File: config.mk
export PLATFORM = sky130hd
export DESIGN_NAME = qrm_div_step
export DESIGN_NICKNAME = d
export VERILOG_FILES = /design/src/rtl/qrm_pkg.sv /design/src/rtl/qrm_div_step.sv
export SDC_FILE = /design/constraint.sdc
export NUM_CORES = 1
export LEC_CHECK = 0
export BUFFER_PORTS_ARGS = -buffer_cell sky130_fd_sc_hd__buf_2
export CORE_AREA = 2 2 384 386
export DETAILED_ROUTE_END_ITERATION = 16
export DIE_AREA = 0 0 386 388
export PLACE_DENSITY_LB_ADDON = 0.3
export SLEW_MARGIN = 20
export SYNTH_ARGS = -nofsm -noshare
export SYNTH_HDL_FRONTEND = slang
export SYNTH_SLANG_ARGS = --single-unit
File: constraint.sdc
create_clock -name clk -period 2.15 [get_ports clk]
set_input_delay 0.1075 -clock clk [delete_from_list [all_inputs] [get_ports clk]]
set_output_delay 0.1075 -clock clk [all_outputs]
set_load 0.02 [all_outputs]
File: src/rtl/qrm_pkg.sv
// Shared types, constants and saturation helper for the quaternion rate mapping block.
`default_nettype none

package qrm_pkg;

	localparam int QuoBits = 32;
	localparam logic [31:0] SatPos = 32'h7FFF_FFFF;
	localparam logic [31:0] SatNeg = 32'h8000_0000;
	localparam logic [65:0] FwdHalf = 66'h1_0000;
	localparam logic [48:0] SatMag = 49'h1_0000_0000;

	localparam logic ActFwd = 1'b0;
	localparam logic ActInv = 1'b1;

	typedef struct packed {
		logic valid;
		logic action;
		logic [3:0][31:0] quat;
		logic [3:0][31:0] vec;
	} item_t;

	typedef struct packed {
		logic valid;
		logic action;
		logic [3:0][3:0][63:0] p;
		logic [3:0][63:0] sq;
	} mul_t;

	typedef struct packed {
		logic valid;
		logic action;
		logic [3:0][65:0] s;
		logic [64:0] n2;
	} sum_t;

	typedef struct packed {
		logic valid;
		logic action;
		logic zero;
		logic [3:0] neg;
		logic [3:0][64:0] mag;
		logic [64:0] n2;
	} prep_t;

	typedef struct packed {
		logic valid;
		logic action;
		logic zero;
		logic [2:0] neg;
		logic [2:0] ovf;
		logic [2:0][64:0] rem;
		logic [2:0][QuoBits-1:0] lq;
		logic [64:0] n2;
		logic [3:0][31:0] fres;
		logic fflag;
	} div_t;

	typedef struct packed {
		logic valid;
		logic action;
		logic [3:0][31:0] res;
		logic flag;
	} fin_t;

	// Apply sign to a magnitude and clamp to 32 bits; bit 32 flags saturation.
	function automatic logic [32:0] sat_fix(input logic [48:0] mag, input logic neg);
		logic [32:0] r;
		if (neg) begin
			if (mag > 49'({17'd0, SatNeg})) r = {1'b1, SatNeg};
			else r = {1'b0, 32'd0 - mag[31:0]};
		end else begin
			if (mag > 49'({17'd0, SatPos})) r = {1'b1, SatPos};
			else r = {1'b0, mag[31:0]};
		end
		return r;
	endfunction

endpackage

`default_nettype wire

File: src/rtl/qrm_div_step.sv
// One restoring-division step for three lanes sharing one divisor.
`default_nettype none

module qrm_div_step import qrm_pkg::*; (
	input logic clk,
	input logic arst_n,
	input logic en,
	input div_t d,
	output div_t q
);

	logic [65:0] r [3];
	logic [2:0] ge;
	logic [65:0] nr [3];
	div_t nq;

	always_comb begin
		nq = d;
		for (int l = 0; l < 3; l++) begin
			r[l] = {d.rem[l], d.lq[l][QuoBits-1]};
			ge[l] = (r[l] >= {1'b0, d.n2});
			nr[l] = ge[l] ? r[l] - {1'b0, d.n2} : r[l];
			nq.rem[l] = nr[l][64:0];
			nq.lq[l] = {d.lq[l][QuoBits-2:0], ge[l]};
		end
	end

	always_ff @(posedge clk or negedge arst_n) begin
		if (!arst_n) begin
			q <= '0;
		end else if (en) begin
			q <= nq;
		end
	end

endmodule

`default_nettype wire

==> flow_summary.toml <==
[global_routing]
met3_usage_pct = 4.72
gr-usage-met1_pct = 25.9
met2_usage_pct = 41.2
grt_pass1_vias = 37300
busiest_layer = "met2"
grt_overflow = 0
grt_max_degree = 81
track_usage_pct = 22.9
grt_pass1_wl_mm = 251
antenna_found_initial = 64

[clock_network]
clockRootBuffer = "clkbuf_16"
cts.reportedPaths.clkPinSlew_ns = 0.06
insertion_delay_ns = 0.67
cts.sinks = 494
cts_made_buffers = 68
cts_tree = "done"
cts.path.max_buffers = 3
cts_htree_levels = 3

[pwr]
power_density_nw_per_um2 = 685
p_leak_nw = 27.1
ir_drop_uv = 647
power_w = 0.0387

[logic_synthesis]
netlist_instances = 3327
synth_most_common_cell = "dfrtp_1"
synth_cell_type_count = 79
synth-edff-count = 0
avgSynthCellArea_um2 = 9.51
yosys.area.top_type = "dfrtp_1"
synth_top_area_share_pct = 39.1
synth_top_flop_cell = "dfrtp_1"
ys_seq_area_share_pct = 39.1
yosysWarningCount = 0
syn_area_um2 = 31600
async_flop_share_pct = 100
ys_ff_latch = 494
ys_top_cells_by_count = "dfrtp_1, a21oi_1, mux2_2"
synth.net_count = 4022
yosys-top-cells-area = "dfrtp_1, mux2_2, ha_1"

[timing]
skew_ns = 0
worst_pin_slew_ns = 0.601
worst_slack_ns = -0.798
finalCriticalPeriod_ns = 2.95
post-route-period-util_pct = 137
slew_headroom_pct = 59.5
maxSlewViolCount = 0
fin_hold_ws_ns = -0.223
finalHoldViolCount = 1
fin_setup_tns_ns = -105.83
setup_viol = 198
fmax_ghz = 0.339
rsz0062_at_grt = "yes"

[worst_setup_path]
slowest_delay_ns = 0.35
crit_fanout = 7
worst-setup-path-type = "in2reg"
crit_required_ns = 2.67
arrival_ns = 3.47
crit_family = "compound AO/OA/AOI/OAI gates"
crit_path_start_kind = "input pin"
r2r_cells = 2
path_cells = "buf_8 -> buf_6 -> ha_4 -> inv_2 -> fa_2 -> a21o_1 -> a221oi_4 -> o21bai_2 -> a21o_1 -> o22ai_4 -> a21oi_4 -> a221o_1 -> o211a_4 -> nor2_4 -> buf_12 -> buf_16 -> buf_6 -> mux2i_2 -> a21oi_1"
cp.depth = 19
crit_slowest_cell = "a221o_1"
critPathBufInv = 6
crit_path_end_kind = "flop"

[routing]
vias_per_cell = 4.61
routed_wl_mm = 179
drtAntennaViolNets = 0
dr.pass1.iters = 5
avgRoutedWirePerCell_um = 22.8
drcViolationCount = 0
first_iter_violations = 1738
vias = 36000

[finish]
area_delta_synth_final_pct = 78.6
reg_top3 = "q x494"
final_nets = 6524
largest_register_ffs = 494
final_cell_area_um2 = 56500
drive_gt1_share_pct = 46.8
regMostFlops = "q"

[floorplan]
core_um2 = 145000
io_pins = 991
die_y_um = 388
die_w_um = 386
dieArea_um2 = 150000
fp-row-count = 140
initial_core_util_pct = 21.8

[placement]
io_buffer_count = 990
dp_hpwl_mm = 142
preCtsSetupSlack_ns = -1.53
gp_congestion = 0.941
dpl_cell_area_um2 = 46500

[outcome]
status = "complete, but fails checks"
violations = "hold timing, setup timing"

[worst_hold_path]
whs_path_depth = 3
hold_path_class = "in2reg"

[run]
cap_violations = 0
metal layers:
metal	up-vias	wire, µm
met1	17600	68800
li1	17000	-
met2	1067	90800
met3	332	10300
met4	46	8350
met5	-	306
worst register-to-register path: cells and delay by family, from the launching register on:
kind / cells / cell delay [ns]
mux: 1 / 0.30
flops: 1 / 0.44
buf+inv: 1 / 0.58
final cells by class:
| class | count | area (µm²) |
|---|---|---|
| multi-input cells | 2530 | 19500 |
| flip-flops and latches | 494 | 12400 |
| well taps | 1917 | 2400 |
| fillers | 14600 | 88700 |
| diodes | 20 | 50.0 |
| clock buffers | 87 | 1860 |
| clock inverters | 33 | 492 |
| repair buffers | 2608 | 19400 |
| inverters | 127 | 519 |
cells by family after synthesis:
| group | share of synthesized area (%) |
|---|---|
| AO/OA/AOI/OAI | 18.3 |
| AND/OR/NAND/NOR | 11.1 |
| buffers and inverters | 3.99 |
| adder cells (fa/ha/maj) | 7.90 |
| multiplexers | 14.8 |
| flip-flops | 39.1 |
| XOR/XNOR | 4.82 |
per-stage QoR:
stage	cells	utilization, %
2_1_floorplan	3327	-
3_3_place_gp	7079	32.0
3_5_place_dp	7079	32.0
4_1_cts	7757	38.1
5_1_grt	7807	38.9
6_report	7816	38.9
final timing paths:
kind	startpoint	end	slack (ns)
max	d[129]	q[365]	-0.80
min	d[420]	q[421]	-0.22
max reg2reg	q[271]	q[271]	0.71
min reg2reg	q[404]	q[404]	0.48
max in group asynchronous	arst_n	q[357]	0.74
min in group asynchronous	arst_n	q[466]	0.62
power by group:
| group | total (W) | switching [W] | internal [W] |
|---|---|---|---|
| sequential | 0.0114 | 0.000795 | 0.0106 |
| clock | 0.0121 | 0.00508 | 0.00698 |
| combinational | 0.0153 | 0.00833 | 0.00697 |
| total | 0.0387 | 0.0142 | 0.0245 |
what timing repair did:
| item | CTS | global route |
|---|---|---|
| setup endpoints to repair | 198 | 198 |
| hold endpoints to repair | 976 | 5 |
| pin swaps | 79 | 56 |
| buffers inserted | 37 | 32 |
| cloned | 4 | 4 |
| hold buffers | 521 | 4 |
| resized for setup | 192 | 178 |
placed cells by master, fill, tap and decap left out, drive strengths merged, types with 14 or more instances in the layout:
master,n
o31ai,21
nand3,59
ha,195
nand4,51
buf,2079
a21o,121
nand2,205
o21bai,47
diode,20
a211oi,21
xor2,65
a21boi,14
dfrtp,494
xnor2,109
a31oi,42
dlygate4sd3,524
clkbuf,92
mux2,303
clkinv,23
inv,122
nor3,34
o21a,15
nor2,297
o21ai,171
a21oi,420
nor2b,26
and3,39
mux2i,127
Power figures use the tool's default switching activity.
