--- src/rtl/qrm_pkg.sv ---
// Shared types, constants and saturation helper for the quaternion rate mapping block.
`default_nettype none

package qrm_pkg;

	localparam int QuoBits = 32;
	localparam logic [31:0] SatPos = 32'h7FFF_FFFF;
	localparam logic [31:0] SatNeg = 32'h8000_0000;
	localparam logic [65:0] FwdHalf = 66'h1_0000;
	localparam logic [48:0] SatMag = 49'h1_0000_0000;

	localparam logic ActFwd = 1'b0;
	localparam logic ActInv = 1'b1;

	typedef struct packed {
		logic valid;
		logic action;
		logic [3:0][31:0] quat;
		logic [3:0][31:0] vec;
	} item_t;

	typedef struct packed {
		logic valid;
		logic action;
		logic [3:0][3:0][63:0] p;
		logic [3:0][63:0] sq;
	} mul_t;

	typedef struct packed {
		logic valid;
		logic action;
		logic [3:0][65:0] s;
		logic [64:0] n2;
	} sum_t;

	typedef struct packed {
		logic valid;
		logic action;
		logic zero;
		logic [3:0] neg;
		logic [3:0][64:0] mag;
		logic [64:0] n2;
	} prep_t;

	typedef struct packed {
		logic valid;
		logic action;
		logic zero;
		logic [2:0] neg;
		logic [2:0] ovf;
		logic [2:0][64:0] rem;
		logic [2:0][QuoBits-1:0] lq;
		logic [64:0] n2;
		logic [3:0][31:0] fres;
		logic fflag;
	} div_t;

	typedef struct packed {
		logic valid;
		logic action;
		logic [3:0][31:0] res;
		logic flag;
	} fin_t;

	// Apply sign to a magnitude and clamp to 32 bits; bit 32 flags saturation.
	function automatic logic [32:0] sat_fix(input logic [48:0] mag, input logic neg);
		logic [32:0] r;
		if (neg) begin
			if (mag > 49'({17'd0, SatNeg})) r = {1'b1, SatNeg};
			else r = {1'b0, 32'd0 - mag[31:0]};
		end else begin
			if (mag > 49'({17'd0, SatPos})) r = {1'b1, SatPos};
			else r = {1'b0, mag[31:0]};
		end
		return r;
	endfunction

endpackage

`default_nettype wire

--- src/rtl/qrm_round.sv ---
// Final stage: round quotients, clamp, and select the result per direction.
`default_nettype none

module qrm_round import qrm_pkg::*; (
	input logic clk,
	input logic arst_n,
	input logic en,
	input div_t d,
	output fin_t q
);

	logic [2:0] inc;
	logic [32:0] q33 [3];
	logic [48:0] m [3];
	logic [32:0] fx [3];
	logic [3:0][31:0] res;
	logic flag;

	always_comb begin
		for (int l = 0; l < 3; l++) begin
			inc[l] = ({d.rem[l], 1'b0} >= {1'b0, d.n2});
			q33[l] = {1'b0, d.lq[l]} + 33'(inc[l]);
			m[l] = d.ovf[l] ? SatMag : 49'(q33[l]);
			fx[l] = sat_fix(m[l], d.neg[l]);
		end
		if (d.action == ActFwd) begin
			res = d.fres;
			flag = d.fflag;
		end else if (d.zero) begin
			res = '0;
			flag = 1'b1;
		end else begin
			res[0] = fx[0][31:0];
			res[1] = fx[1][31:0];
			res[2] = fx[2][31:0];
			res[3] = '0;
			flag = fx[0][32] | fx[1][32] | fx[2][32];
		end
	end

	always_ff @(posedge clk or negedge arst_n) begin
		if (!arst_n) begin
			q <= '0;
		end else if (en) begin
			q.valid <= d.valid;
			q.action <= d.action;
			q.res <= res;
			q.flag <= flag;
		end
	end

endmodule

`default_nettype wire

--- config.mk ---
export PLATFORM = sky130hd
export DESIGN_NAME = qrm_round
export DESIGN_NICKNAME = d
export VERILOG_FILES = /design/src/rtl/qrm_pkg.sv /design/src/rtl/qrm_round.sv
export SDC_FILE = /design/constraint.sdc
export NUM_CORES = 1
export LEC_CHECK = 0
export ABC_AREA = 1
export BUFFER_PORTS_ARGS = -buffer_cell sky130_fd_sc_hd__buf_2
export CAP_MARGIN = 20
export CORE_AREA = 2 2 246 248
export CTS_BUF_LIST = sky130_fd_sc_hd__clkbuf_16
export DETAILED_ROUTE_END_ITERATION = 8
export DIE_AREA = 0 0 248 250
export PLACE_DENSITY_LB_ADDON = 0.05
export SYNTH_ARGS = -nofsm -noshare
export SYNTH_HDL_FRONTEND = slang
export SYNTH_SLANG_ARGS = --single-unit
--- constraint.sdc ---
create_clock -name clk -period 1.5 [get_ports clk]
set_input_delay 0.075 -clock clk [delete_from_list [all_inputs] [get_ports clk]]
set_output_delay 0.075 -clock clk [all_outputs]
set_load 0.005 [all_outputs]
==> metrics.yaml <==
clkLatencyLatePin_ps: 430
whs_ps: 31.2
worst_path_dominant_cell_family: "simple AND/OR/NAND/NOR gates"
clk_path_buf_depth: 2
critPathLaunchType: "input port"
via_count_of_the_first_global_routing_pass: 24700
place.detailed.hpwl_mm: 71.2
global_route_wire_length_before_repair_mm: 132
rows: 90
tritoncts: "built"
max_freq_mhz: 253
cts_htree_levels: 4
share_seq_of_total_power: 0.251
post_drt_wl_per_cell_um: 17.4
top_register: "q"
swShare: 0.381
netlist.top_cell.by_area: "dfrtp_1"
cell_internal_pwr_w: 0.0101
leakage_nw: 16.7
critical_path_s_slowest_cell: "ha_2"
slew_violations: 0
clkTransAtPathRegs_ps: 70
cts.root.buffer_cell: "clkbuf_16"
largest_register_ffs: 131
total_nets_final: 4923
power.density_cell_area_mw_per_mm2: 500
synth.distinct_cells: 54
asyncSetResetFlopFracSynth: 1.00
synth_enable_flop_cells: 0
period_needed_ps: 3950
route.vias.total: 24400
most_frequent_cells_in_the_layout: "nand2_1, buf_4, buf_2, inv_1, nor2_1"
dieHeight_um: 250
synth.net_count: 3502
ys.flop_type: "dfrtp_1"
antenna_found_initial: 14
area_delta_synth_final_pct: 89.8
die_width_um: 248
cpPeakStageDelay_ps: 300
core_region_area_mm2: 0.0596
dpl-instance-area_mm2: 0.0266
worst-path-max-fanout: 7
io_pins: 628
drive_above_1_share: 0.487
post-route-period-util: 2.63
clock_sink_count: 131
route.antenna.remaining_nets: 0
cp-end-kind: "register"
final.setup.tns_ps: -221340
placement.setup.worst_slack_ps: -3350
post-route-worst-setup-slack_ps: -2450
via_per_inst: 4.84
postLayoutCoreUtil: 0.551
routed_wl_mm: 87.4
fill_cells: 5902
ys.warnings.count: 0
drc_violations_left: 0
final-setup-viol-count: 97
min-delay-path-class: "input port to register"
slew_of_the_pin_with_the_lowest_slew_margin_ps: 455
clock_network_fraction_of_total_power: 0.262
share_comb_of_total_power: 0.487
arrival_ps: 4260
worst_slew_margin_rel: 0.689
finalClockSkew_ps: 0
synth.top_cell.area_share: 0.190
pin_count_of_the_biggest_net_entering_global_routing: 96
grt-ovfl-total: 0
cp.required_ps: 1820
fin_area_mm2: 0.0328
drtIter0Drc: 1103
finalWeightedCongestion: 0.959
number_of_buffers_created_by_cts: 17
violations_in_the_final_reports: "negative setup slack"
setup.worst_path.class: "input port to register"
grt.total_usage: 0.271
layout_top_registers: "q: 131 flops"
status: "finished with violations"
critical_path.n_buffers_inverters: 11
effective_utilization_at_floorplan: 0.290
power.ir.vdd_worst_uv: 686
rsz0062_at_grt: "true"
yosys-top-cells-area: "dfrtp_1, nand2_1, ha_1"
timing.final.hold_violations: 0
most_frequent_standard_cell_in_the_layout_excluding_fill_and_tap_cells: "nand2_1"
netlist_instances: 2799
ys_ff_latch: 131
die_area_mm2: 0.0620
switchingPower_w: 0.00626
drv_cap: 0
drt_pass1_iterations: 5
syn_avg_cell_area_um2: 6.17
synth_seq_area_share: 0.190
post_synth_instance_area_mm2: 0.0173
port_buffers: 627
[layout make-up]
class,count,area [um^2],share of cell area
tap,782,978,0.0298
antenna,13,32.5,0.000992
sequential,131,3280,0.0999
clock inverter,15,164,0.00500
timing repair inverter,3,38.8,0.00118
multi-input combinational,2266,15900,0.486
timing repair buffer,1463,10500,0.321
clock buffer,17,425,0.0130
inverter,338,1400,0.0427
[repair_timing]
item | 4_1_cts | 5_1_grt
gates cloned | 6 | 3
gates resized for setup | 367 | 397
pin swaps | 167 | 227
hold endpoints to repair | 259 | 0
hold buffers | 129 | 0
setup endpoints to repair | 97 | 97
setup buffers | 58 | 67
[worst paths after layout]
kind	from	endpoint	slack, ps	cells past startpoint
setup / recovery	d[162]	q[6]	-2450	34
setup reg to reg	q[92]	q[92]	610	2
min in group asynchronous	arst_n	q[76]	110	2
max in group asynchronous	arst_n	q[125]	750	3
hold reg to reg	q[130]	q[130]	470	2
hold / removal	d[66]	q[66]	30	3
[cells by family (layout without fill, tap and decap cells)]
family / Yosys count / count (layout) / synth area share
simple gates: 1676 / 1676 / 0.425
fa+ha+maj: 206 / 206 / 0.149
buf+inv: 402 / 1836 / 0.0932
flops: 131 / 131 / 0.190
xor+xnor: 40 / 40 / 0.0203
other cells: 0 / 13 / 0
compound gates: 344 / 344 / 0.123
[metrics by stage]
stage	cells	total power (W)
after floorplan	2799	0.00705
after global placement	4734	0.0106
after detailed placement	4734	0.0107
after CTS	4958	0.0159
after global routing	5026	0.0175
final	5028	0.0164
[synth_stat cells (3+ instances only)]
| master | n |
|---|---|
| buf_1 | 10 |
| buf_4 | 7 |
| or2_2 | 3 |
| o211ai_1 | 13 |
| nand2_2 | 15 |
| and2_1 | 4 |
| nor3_2 | 3 |
| a22o_1 | 63 |
| clkbuf_1 | 30 |
| nand4_1 | 51 |
| o21bai_1 | 20 |
| nor4_1 | 9 |
| nor2_4 | 12 |
| dfrtp_1 | 131 |
| o21ai_1 | 19 |
| o21a_1 | 3 |
| nor2_2 | 23 |
| nand2_1 | 789 |
| xor2_1 | 32 |
| nand3_1 | 364 |
| nor3_1 | 25 |
| inv_1 | 326 |
| o221ai_1 | 5 |
| buf_2 | 9 |
| a21oi_1 | 123 |
| dlygate4sd1_1 | 4 |
| nand3_2 | 18 |
| inv_2 | 7 |
| buf_6 | 3 |
| nor2_1 | 343 |
| ha_1 | 206 |
| xnor2_1 | 8 |
| clkinv_1 | 3 |
| a211oi_1 | 6 |
| nand3b_1 | 9 |
| o21ai_0 | 77 |
[power groups by stage]
stage                     sequential, W  combinational (W)  clock (W)
after global placement          0.00417            0.00640          0
after CTS                       0.00411            0.00741    0.00436
after detailed placement        0.00417            0.00650          0
after floorplan                 0.00418            0.00287          0
final                           0.00412            0.00800    0.00429
after global routing            0.00416            0.00876    0.00454
[worst register-to-register path: stages, from the launching register on]
cell	delay [ps]
dfrtp_1	400
a22o_1	240
o21bai_1	140
[per-layer routing]
layer  wire length [um]  track usage  vias up
li1                   -            -    12200
met1              36900        0.332    11500
met2              44700        0.491      572
met3               3460       0.0323      146
met4               2320       0.0782        2
met5                 11            0        -
(Power assumes the default switching activity.)
