### src/rtl/qrm_pkg.sv
// Shared types, constants and saturation helper for the quaternion rate mapping block.
`default_nettype none

package qrm_pkg;

	localparam int QuoBits = 32;
	localparam logic [31:0] SatPos = 32'h7FFF_FFFF;
	localparam logic [31:0] SatNeg = 32'h8000_0000;
	localparam logic [65:0] FwdHalf = 66'h1_0000;
	localparam logic [48:0] SatMag = 49'h1_0000_0000;

	localparam logic ActFwd = 1'b0;
	localparam logic ActInv = 1'b1;

	typedef struct packed {
		logic valid;
		logic action;
		logic [3:0][31:0] quat;
		logic [3:0][31:0] vec;
	} item_t;

	typedef struct packed {
		logic valid;
		logic action;
		logic [3:0][3:0][63:0] p;
		logic [3:0][63:0] sq;
	} mul_t;

	typedef struct packed {
		logic valid;
		logic action;
		logic [3:0][65:0] s;
		logic [64:0] n2;
	} sum_t;

	typedef struct packed {
		logic valid;
		logic action;
		logic zero;
		logic [3:0] neg;
		logic [3:0][64:0] mag;
		logic [64:0] n2;
	} prep_t;

	typedef struct packed {
		logic valid;
		logic action;
		logic zero;
		logic [2:0] neg;
		logic [2:0] ovf;
		logic [2:0][64:0] rem;
		logic [2:0][QuoBits-1:0] lq;
		logic [64:0] n2;
		logic [3:0][31:0] fres;
		logic fflag;
	} div_t;

	typedef struct packed {
		logic valid;
		logic action;
		logic [3:0][31:0] res;
		logic flag;
	} fin_t;

	// Apply sign to a magnitude and clamp to 32 bits; bit 32 flags saturation.
	function automatic logic [32:0] sat_fix(input logic [48:0] mag, input logic neg);
		logic [32:0] r;
		if (neg) begin
			if (mag > 49'({17'd0, SatNeg})) r = {1'b1, SatNeg};
			else r = {1'b0, 32'd0 - mag[31:0]};
		end else begin
			if (mag > 49'({17'd0, SatPos})) r = {1'b1, SatPos};
			else r = {1'b0, mag[31:0]};
		end
		return r;
	endfunction

endpackage

`default_nettype wire

### src/rtl/qrm_sum.sv
// Sum stage: signed row sums for either direction and the squared norm.
`default_nettype none

module qrm_sum import qrm_pkg::*; (
	input logic clk,
	input logic arst_n,
	input logic en,
	input mul_t d,
	output sum_t q
);

	logic signed [65:0] pp [4][4];
	logic signed [65:0] sel [4];
	logic [64:0] n2;

	// Component index: w=0, x=1, y=2, z=3.
	always_comb begin
		for (int c = 0; c < 4; c++) begin
			for (int j = 0; j < 4; j++) begin
				pp[c][j] = 66'($signed(d.p[c][j]));
			end
		end
		if (d.action == ActFwd) begin
			sel[0] = -pp[1][0] - pp[2][1] - pp[3][2];
			sel[1] =  pp[0][0] + pp[3][1] - pp[2][2];
			sel[2] = -pp[3][0] + pp[0][1] + pp[1][2];
			sel[3] =  pp[2][0] - pp[1][1] + pp[0][2];
		end else begin
			sel[0] = -pp[1][0] + pp[0][1] - pp[3][2] + pp[2][3];
			sel[1] = -pp[2][0] + pp[3][1] + pp[0][2] - pp[1][3];
			sel[2] = -pp[3][0] - pp[2][1] + pp[1][2] + pp[0][3];
			sel[3] = '0;
		end
		n2 = 65'(d.sq[0]) + 65'(d.sq[1]) + 65'(d.sq[2]) + 65'(d.sq[3]);
	end

	always_ff @(posedge clk or negedge arst_n) begin
		if (!arst_n) begin
			q <= '0;
		end else if (en) begin
			q.valid <= d.valid;
			q.action <= d.action;
			for (int i = 0; i < 4; i++) begin
				q.s[i] <= sel[i];
			end
			q.n2 <= n2;
		end
	end

endmodule

`default_nettype wire

### config.mk
export PLATFORM = sky130hd
export DESIGN_NAME = qrm_sum
export DESIGN_NICKNAME = d
export VERILOG_FILES = /design/src/rtl/qrm_pkg.sv /design/src/rtl/qrm_sum.sv
export SDC_FILE = /design/constraint.sdc
export NUM_CORES = 2
export LEC_CHECK = 0
export ABC_AREA = 1
export ABC_CLOCK_PERIOD_IN_PS = 2100
export BUFFER_PORTS_ARGS = -buffer_cell sky130_fd_sc_hd__clkbuf_2
export CAP_MARGIN = 25
export CORE_AREA = 2 2 635 637
export DETAILED_ROUTE_END_ITERATION = 10
export DIE_AREA = 0 0 637 639
export GPL_ROUTABILITY_DRIVEN = 0
export PLACE_DENSITY = 0.37
export SETUP_SLACK_MARGIN = 0.05
export SLEW_MARGIN = 20
export SYNTH_ARGS = -nofsm -noshare
export SYNTH_HDL_FRONTEND = slang
export SYNTH_SLANG_ARGS = --single-unit
### constraint.sdc
create_clock -name clk -period 2.1 [get_ports clk]
set_clock_uncertainty 0.1 [all_clocks]
set_input_delay 0.105 -clock clk [delete_from_list [all_inputs] [get_ports clk]]
set_output_delay 0.105 -clock clk [all_outputs]
set_load 0.03 [all_outputs]
==> impl_results.md <==
* Status: finished, violations left
* Failing checks: negative setup slack
* Number of global-route vias before repair at 99800
* Post-synthesis cell count at 12900
* Final nets at 20000
* Ys Warns at 0
* CP max-delay cell: fa_1
* Delay of the slowest critical-path stage at 0.55 ns
* DRC viols at 0
* DRT iter0 DRCs at 8145
* Most common cell in the netlist: nand2_1
* GRT Util Overall at 0.271
* Worst-Margin Slew at 0.966 ns
* Util after Layout at 0.311
* Max-slew violations at 0
* Layout cells sized above 1 at 0.338
* HPWL Detailed at 518000 um
* Async SR Flop Fraction at 1.00
* Root buf cell: clkbuf_16
* Max FFs per register at 331
* Overflow after GRT at 0
* Maximum buffer depth of the clock tree at 3
* Dominant cell type by area after synthesis: fa_1
* DIE HEIGHT at 639 um
* Critical Path Start Type: input pin
* R2r endpoint: q[65]
* Hold path endpoint: q[132]
* Crit path kind: in -> reg
* Leakage at 68.3 nW
* Filler Cells Inserted at 45700
* Routed wire length at 569000 um
* TritonCTS Buffers at 54
* Die X at 637 um
* PwrDens at 895 nW/um^2
* Cell variety after synth at 52
* Non-Filler Instances at 22800
* Initial Util at 0.195
* Post-synth EDFFs at 0
* Sequential share of the synthesized area at 0.106
* Max-slew headroom at 0.356
* Initial antenna violation count at 79
* Setup_tns at -308.35 ns
* Pre-CTS WS at -3.50 ns
* Hold Crit Start: d[1088]
* DR WL/cell at 25.0 um
* Worst R2R Start: q[65]
* MaxCap Viol Count at 0
* WHS Path Cells at 5
* Syn Nets at 15500
* Register bit total from synthesis at 331
* Crit path required time at 2.66 ns
* Dominant cells by area after synthesis: fa_1 (20%), nand2_1 (19%), inv_1 (15%)
* Pin count of the biggest net entering global routing at 127
* # H-tree levels at 2
* Synth Cell Area at 78400 sq um
* Largest register by flop count: q
* Core Footprint at 401000 sq um
* Clk sink count at 331
* Antenna viol nets, final at 0
* Arrival time at the worst endpoint at 4.45 ns
* Final cycle utilization of the critical path at 1.85
* Via-per-instance ratio at 4.40
* Skew-Pair Late Insertion Delay at 0.76 ns
* # IOs at 1616
* Share of Yosys cell area claimed by the top area cell type at 0.198
* Fmax at 257 MHz
* Critical Path Fanout Max at 4
* Hold Fails Final Rpt at 0
* Commonest cells post-synth: nand2_1 (3879), inv_1 (3046), nor2_1 (1336)
* TritonCTS clock tree: built
* Layout area overhead at 59.3%
* Die area at 407000 sq um
* R2R cell count at 3
* Crit path time final at 3.89 ns
* CP most frequent cell: nand2_4
* Rows at 233
* First-pass GRT wire length at 770000 um
* Hold Path Class: in -> reg
* Via count at 100000
* Clock transition at path regs at 0.08 ns
* First drt pass iteration count at 6
* Worst setup margin at -1.79 ns
* Largest regs: q (331)
* Setup slack, reg-to-reg at 0.75 ns
* Crit path capture type: flop
* Peak supply drop at 766 uV
* Syn_area_per_cell at 6.07 sq um
* Post-synth top flop: dfrtp_1
* Hold slack at 0.0734 ns
* Buffers on Ports at 1551
* Dpl cells at 22500
* RSZ-0062 raised after global routing: yes
* Final setup viols at 304
[final cells by class]
class | instances | area (sq um) | area share
timing repair buffer | 4567 | 31800 | 0.255
tap | 5287 | 6620 | 0.0530
multi-input combinational | 9418 | 64700 | 0.518
sequential | 331 | 8280 | 0.0664
clock buffer | 68 | 1510 | 0.0121
clock inverter | 31 | 358 | 0.00287
inverter | 3048 | 11500 | 0.0921
antenna | 40 | 100 | 0.000802
[worst max-delay path, delay by kind of cell]
kind,cells,cell delay [ns]
xor gates and xnor gates,1,0.17
and+or+nand+nor,18,1.68
buffers and inverters,8,1.10
adders and majority gates,3,0.93
AOI/OAI and AO/OA,3,0.44
[where the power goes]
group / internal [mW] / switching, mW / total [mW]
clock network: 5.71 / 4.47 / 10.2
registers: 8.63 / 2.53 / 11.2
logic: 35.5 / 54.9 / 90.4
[repair_timing]
action,CTS,global route
endpoints found under the setup margin,304,312
pin swaps,256,251
hold endpoints to repair,552,1
buffers inserted,58,31
hold buffers,32,1
resized for setup,770,686
[cell families after synthesis]
group           count (synthesis)  synth area share
flops                         331             0.106
xor+xnor                      224            0.0250
simple gates                 6260             0.324
compound gates               1633             0.112
buf+inv                      3159             0.151
fa+ha+maj                    1301             0.282
[per-layer routing]
layer,up-vias,routed length [um],global-route usage
met3,771,29500,0.0321
met5,-,142,0
met2,3269,265000,0.452
li1,48400,-,-
met4,22,43700,0.177
met1,47700,231000,0.330
[worst max path at each step]
stage            start  depth (start not counted)  slack, ns  endpoint
3_5_place_dp   d[1024]                         31      -3.50    q[262]
2_1_floorplan   d[512]                         27      -1.47    q[124]
3_3_place_gp   d[1024]                         31      -3.48    q[262]
6_report       d[1024]                         33      -1.79    q[262]
5_1_grt        d[1024]                         33      -1.91    q[262]
4_1_cts         d[512]                         30      -1.94    q[128]
[cells in the final DEF, fill, tap and decap left out, drive strengths merged, types with 4 or more instances in the layout]
| cell type | count |
|---|---|
| nor4 | 51 |
| nor2 | 1355 |
| xnor2 | 64 |
| and3 | 7 |
| o21ai | 563 |
| nand2 | 3887 |
| fa | 774 |
| nand3 | 630 |
| a21oi | 809 |
| diode | 40 |
| o21a | 23 |
| bufinv | 5 |
| xor2 | 160 |
| or2 | 14 |
| a21o | 34 |
| clkinvlp | 10 |
| o31ai | 4 |
| inv | 3050 |
| clkbuf | 1614 |
| o21bai | 73 |
| nand4 | 52 |
| clkinv | 14 |
| a31oi | 83 |
| buf | 2989 |
| and2 | 8 |
| nor3 | 142 |
| dlygate4sd3 | 32 |
| dfrtp | 331 |
| ha | 527 |
| o211ai | 8 |
| a21boi | 18 |
| nand3b | 109 |
[through the flow]
| stage | power (mW) | area, sq um |
|---|---|---|
| finish | 112 | 125000 |
| global route | 119 | 125000 |
| CTS | 110 | 122000 |
| detailed placement | 95.6 | 116000 |
| global placement | 95.8 | 116000 |
| floorplan | 48.7 | 79400 |
(Power assumes the default switching activity.)
