===== src/rtl/qrm_pkg.sv =====
// Shared types, constants and saturation helper for the quaternion rate mapping block.
`default_nettype none

package qrm_pkg;

	localparam int QuoBits = 32;
	localparam logic [31:0] SatPos = 32'h7FFF_FFFF;
	localparam logic [31:0] SatNeg = 32'h8000_0000;
	localparam logic [65:0] FwdHalf = 66'h1_0000;
	localparam logic [48:0] SatMag = 49'h1_0000_0000;

	localparam logic ActFwd = 1'b0;
	localparam logic ActInv = 1'b1;

	typedef struct packed {
		logic valid;
		logic action;
		logic [3:0][31:0] quat;
		logic [3:0][31:0] vec;
	} item_t;

	typedef struct packed {
		logic valid;
		logic action;
		logic [3:0][3:0][63:0] p;
		logic [3:0][63:0] sq;
	} mul_t;

	typedef struct packed {
		logic valid;
		logic action;
		logic [3:0][65:0] s;
		logic [64:0] n2;
	} sum_t;

	typedef struct packed {
		logic valid;
		logic action;
		logic zero;
		logic [3:0] neg;
		logic [3:0][64:0] mag;
		logic [64:0] n2;
	} prep_t;

	typedef struct packed {
		logic valid;
		logic action;
		logic zero;
		logic [2:0] neg;
		logic [2:0] ovf;
		logic [2:0][64:0] rem;
		logic [2:0][QuoBits-1:0] lq;
		logic [64:0] n2;
		logic [3:0][31:0] fres;
		logic fflag;
	} div_t;

	typedef struct packed {
		logic valid;
		logic action;
		logic [3:0][31:0] res;
		logic flag;
	} fin_t;

	// Apply sign to a magnitude and clamp to 32 bits; bit 32 flags saturation.
	function automatic logic [32:0] sat_fix(input logic [48:0] mag, input logic neg);
		logic [32:0] r;
		if (neg) begin
			if (mag > 49'({17'd0, SatNeg})) r = {1'b1, SatNeg};
			else r = {1'b0, 32'd0 - mag[31:0]};
		end else begin
			if (mag > 49'({17'd0, SatPos})) r = {1'b1, SatPos};
			else r = {1'b0, mag[31:0]};
		end
		return r;
	endfunction

endpackage

`default_nettype wire


===== src/rtl/qrm_prep.sv =====
// Two stages: take magnitudes, then finish forward rates and seed the divider.
`default_nettype none

module qrm_prep import qrm_pkg::*; (
	input logic clk,
	input logic arst_n,
	input logic en,
	input sum_t d,
	output div_t q
);

	prep_t p_s3;
	logic [3:0] neg;
	logic [3:0][64:0] mag;
	logic [3:0][31:0] fres;
	logic [3:0] fsat;
	logic [65:0] tmp [4];
	logic [32:0] fx [4];
	logic [2:0] ovf;
	logic [2:0][64:0] r0;
	logic [2:0][QuoBits-1:0] lq;

	always_comb begin
		for (int i = 0; i < 4; i++) begin
			neg[i] = d.s[i][65];
			mag[i] = neg[i] ? 65'(66'd0 - d.s[i]) : d.s[i][64:0];
		end
	end

	always_ff @(posedge clk or negedge arst_n) begin
		if (!arst_n) begin
			p_s3 <= '0;
		end else if (en) begin
			p_s3.valid <= d.valid;
			p_s3.action <= d.action;
			p_s3.zero <= (d.n2 == '0);
			p_s3.neg <= neg;
			p_s3.mag <= mag;
			p_s3.n2 <= d.n2;
		end
	end

	// Forward: halve with round half away from zero, clamp.
	// Inverse: top 50 dividend bits decide overflow, low bits shift in later.
	always_comb begin
		for (int i = 0; i < 4; i++) begin
			tmp[i] = 66'(p_s3.mag[i]) + FwdHalf;
			fx[i] = sat_fix(tmp[i][65:17], p_s3.neg[i]);
			fres[i] = fx[i][31:0];
			fsat[i] = fx[i][32];
		end
		for (int l = 0; l < 3; l++) begin
			r0[l] = {15'd0, p_s3.mag[l][64:15]};
			ovf[l] = (r0[l] >= p_s3.n2);
			lq[l] = {p_s3.mag[l][14:0], 17'd0};
		end
	end

	always_ff @(posedge clk or negedge arst_n) begin
		if (!arst_n) begin
			q <= '0;
		end else if (en) begin
			q.valid <= p_s3.valid;
			q.action <= p_s3.action;
			q.zero <= p_s3.zero;
			q.neg <= p_s3.neg[2:0];
			q.ovf <= ovf;
			q.rem <= r0;
			q.lq <= lq;
			q.n2 <= p_s3.n2;
			q.fres <= fres;
			q.fflag <= |fsat;
		end
	end

endmodule

`default_nettype wire


===== config.mk =====
export PLATFORM = sky130hd
export DESIGN_NAME = qrm_prep
export DESIGN_NICKNAME = d
export VERILOG_FILES = /design/src/rtl/qrm_pkg.sv /design/src/rtl/qrm_prep.sv
export SDC_FILE = /design/constraint.sdc
export NUM_CORES = 2
export LEC_CHECK = 0
export ABC_AREA = 1
export BUFFER_PORTS_ARGS = -buffer_cell sky130_fd_sc_hd__buf_4
export CORE_AREA = 5 5 322 324
export DETAILED_ROUTE_END_ITERATION = 8
export DIE_AREA = 0 0 327 329
export PLACE_DENSITY = 0.82
export SLEW_MARGIN = 20
export SYNTH_ARGS = -nofsm -noshare
export SYNTH_HDL_FRONTEND = slang
export SYNTH_SLANG_ARGS = --single-unit

===== constraint.sdc =====
create_clock -name clk -period 6.15 [get_ports clk]
set_input_delay 0.9225 -clock clk [delete_from_list [all_inputs] [get_ports clk]]
set_output_delay 0.9225 -clock clk [all_outputs]
set_load 0.02 [all_outputs]

==> flow_summary.json <==
{
  "status": "finished clean",
  "p_leak_nw": 27.87,
  "combPwrFrac_pct": 26.8,
  "io_buffers": 731,
  "startpoint_type": "flop",
  "drt-pass1-iter-count": 8,
  "clkTransAtPathRegs_ns": 0.06,
  "setup_viol": 0,
  "area_growth_pct": 18.40,
  "post_cts_buffers": 0,
  "final_area_um2": 58570,
  "dp_hpwl_um": 172400,
  "crit_type": "reg2reg",
  "drc": 0,
  "netlist_instances": 7170,
  "crit_arrival_ns": 4.50,
  "clock_latency_ns": 0.69,
  "peakVddDrop_mv": 0.1987,
  "p_total_mw": 15.47,
  "synth.most_common_cell": "nand2_1",
  "cts_buffers": 80,
  "vias": 52720,
  "p_int_mw": 9.741,
  "yosysUniqueCellTypes": 64,
  "yosys_warnings": 0,
  "synth_area_leader_cell": "dfrtp_1",
  "setup_tns_ns": 0,
  "critPathRequiredTime_ns": 6.72,
  "area.sequential_um2": 17870,
  "clkSinkCount": 714,
  "h-tree-depth": 3,
  "grt_max_degree": 242,
  "antenna_found_initial": 42,
  "wirelength_um": 217800,
  "fin_util_pct": 58.07,
  "post_dp_cell_area_um2": 55600,
  "die_h_um": 329,
  "powerDensity_nw_per_um2": 264.1,
  "synth-edff-count": 0,
  "worst_pin_slew_ns": 1.091,
  "gr-total-overflow": 0,
  "fin_nets": 8284,
  "ys_ff_latch": 714,
  "die_w_um": 327,
  "avgViaCountPerCell": 5.737,
  "cts.root.buffer_cell": "clkbuf_16",
  "core.rowCount": 117,
  "fin_skew_ns": 0.03470,
  "hold_violations": 0,
  "pwr-share-clk_pct": 34.4,
  "period_share_pct": 63.90,
  "p_sw_share_pct": 37.03,
  "grt_pass1_vias": 49179,
  "die_area_um2": 107600,
  "cts_tree": "yes",
  "cts-hold-fix-buffers": 0,
  "synthTopCellsByCount": "nand2_1 (2,248), nor2_1 (849), dfrtp_1 (714)",
  "gp_congestion": 1.039,
  "max-clock-path-buffers": 3,
  "syn_area_per_cell_um2": 6.899,
  "synthArstFlopShare_pct": 100.0,
  "initial_utilization_pct": 49.04,
  "seq_area_frac_synth_pct": 36.12,
  "first_iter_violations": 6049,
  "yosys.area.top_type_share_pct": 36.12,
  "cts_resized": 0,
  "nFillCells": 9599,
  "grt_pass1_wl_um": 317300,
  "pwr-share-seq_pct": 38.8,
  "worstSetupEndpointType": "flop",
  "switchingPower_mw": 5.728,
  "path_max_fanout": 30,
  "synth_ff_type": "dfrtp_1",
  "wl_per_cell_um": 23.70,
  "synth.cell_area_um2": 49470,
  "core-area_um2": 100900,
  "grt_use_total_pct": 38.88,
  "ios": 828,
  "max_cap_viol_count": 0,
  "rsz0062_at_grt": "false",
  "drive_gt1_share_pct": 13.98,
  "multi_input_area_um2": 27930,
  "whs_ns": 0.2645,
  "slew-limit-headroom_pct": 27.09,
  "max_freq_mhz": 254.5,
  "period_needed_ns": 3.930,
  "slew_violations": 0,
  "antenna_left": 0,
  "worst_hold_path_type": "in2async",
  "synth_area_leaders": "dfrtp_1 (36%), nand2_1 (17%), nor2_1 (6.4%), o21ai_0 (5.9%), inv_1 (4.5%)"
}
==> per-stage QoR <==
step,worst slack [ns],std cells
global route,2.001,9176
global placement,2.344,9012
CTS,2.401,9158
detailed placement,2.284,9012
finish,2.220,9190
floorplan,3.200,7265
==> worst max-delay path, stage by stage, from the launching register on <==
cell and delay, ns:
dfrtp_1 0.60, nand2_2 0.13, nor2_4 0.23, nand2_2 0.12, nor2_2 0.25, nand3_1 0.12
xor2_1 0.48, inv_1 0.18, nand2_1 0.13, inv_1 0.04, nand2_1 0.05, nor2_1 0.04
nand2_1 0.06, nand2_1 0.06, nand2_1 0.80, nand2_1 0.13, nand2_1 0.14, o21ai_1 0.10
nand2_1 0.06, nand2_1 0.05
==> final cells by class <==
class | instances | area share (%)
inverter | 624 | 4.012
multi-input combinational | 5608 | 47.69
sequential | 714 | 30.51
clock inverter | 37 | 1.021
clock buffer | 109 | 3.912
tap | 1309 | 2.796
antenna | 32 | 0.1367
timing repair buffer | 757 | 9.921
==> power by group through the flow <==
stage | clock [mW] | combinational [mW] | sequential, mW
2_1_floorplan | 0 | 2.00 | 6.09
3_5_place_dp | 0 | 4.06 | 6.03
4_1_cts | 5.36 | 4.08 | 5.96
5_1_grt | 5.55 | 4.49 | 6.03
3_3_place_gp | 0 | 4.00 | 6.02
6_report | 5.32 | 4.15 | 6.01
==> state kept, by name (all words and copies together) (netlist names) <==
name,cells
lq,45
p_s3,271
q,398
==> per-layer routing <==
metal  global-route usage [%]  wire length, um  vias up
met5                        0              126        -
met4                    17.18            10790       20
met3                    11.02            24530      552
met2                    58.65            94410     2812
met1                    52.46            87990    25035
li1                         -                -    24301
==> worst paths after layout <==
| check | slack [ns] | to | depth (start not counted) | startpoint |
|---|---|---|---|---|
| setup / recovery | 2.22 | q[73] | 19 | p_s3[213] |
| hold / removal | 0.26 | lq[85] | 1 | arst_n |
| setup reg to reg | 2.22 | q[73] | 19 | p_s3[213] |
| hold reg to reg | 0.47 | q[287] | 2 | q[287] |
| max in group asynchronous | 4.45 | p_s3[243] | 2 | arst_n |
| min in group clk | 0.45 | p_s3[331] | 3 | d[330] |
==> kinds of logic after synthesis <==
| kind of cell | share of synthesized area [%] |
|---|---|
| other | 0.007581 |
| adders and majority gates | 4.173 |
| buffers and inverters | 8.132 |
| DFF | 36.12 |
| and+or+nand+nor | 35.12 |
| xor gates and xnor gates | 6.273 |
| AOI/OAI and AO/OA | 10.18 |
==> layout by cell type (no fill, tap or decap), types with 22 or more instances in the layout <==
| master | Yosys | layout |
|---|---|---|
| nor4_1 | 92 | 92 |
| nand2_2 | 47 | 47 |
| nand4_1 | 164 | 164 |
| nor3_1 | 105 | 105 |
| dfrtp_1 | 714 | 714 |
| nor2_2 | 49 | 49 |
| a31oi_1 | 26 | 26 |
| xor2_1 | 253 | 253 |
| clkbuf_16 | 0 | 80 |
| diode_2 | 0 | 32 |
| nor2_4 | 22 | 22 |
| o21ai_1 | 48 | 48 |
| o211ai_1 | 23 | 23 |
| conb_1 | 1 | 96 |
| buf_4 | 106 | 746 |
| xnor2_1 | 92 | 92 |
| a21oi_1 | 188 | 188 |
| nand3_1 | 382 | 382 |
| o21ai_0 | 583 | 583 |
| inv_1 | 594 | 594 |
| nor2_1 | 849 | 849 |
| ha_1 | 165 | 165 |
| nand2_1 | 2248 | 2248 |
No activity file was read; power rests on OpenSTA's default activity.
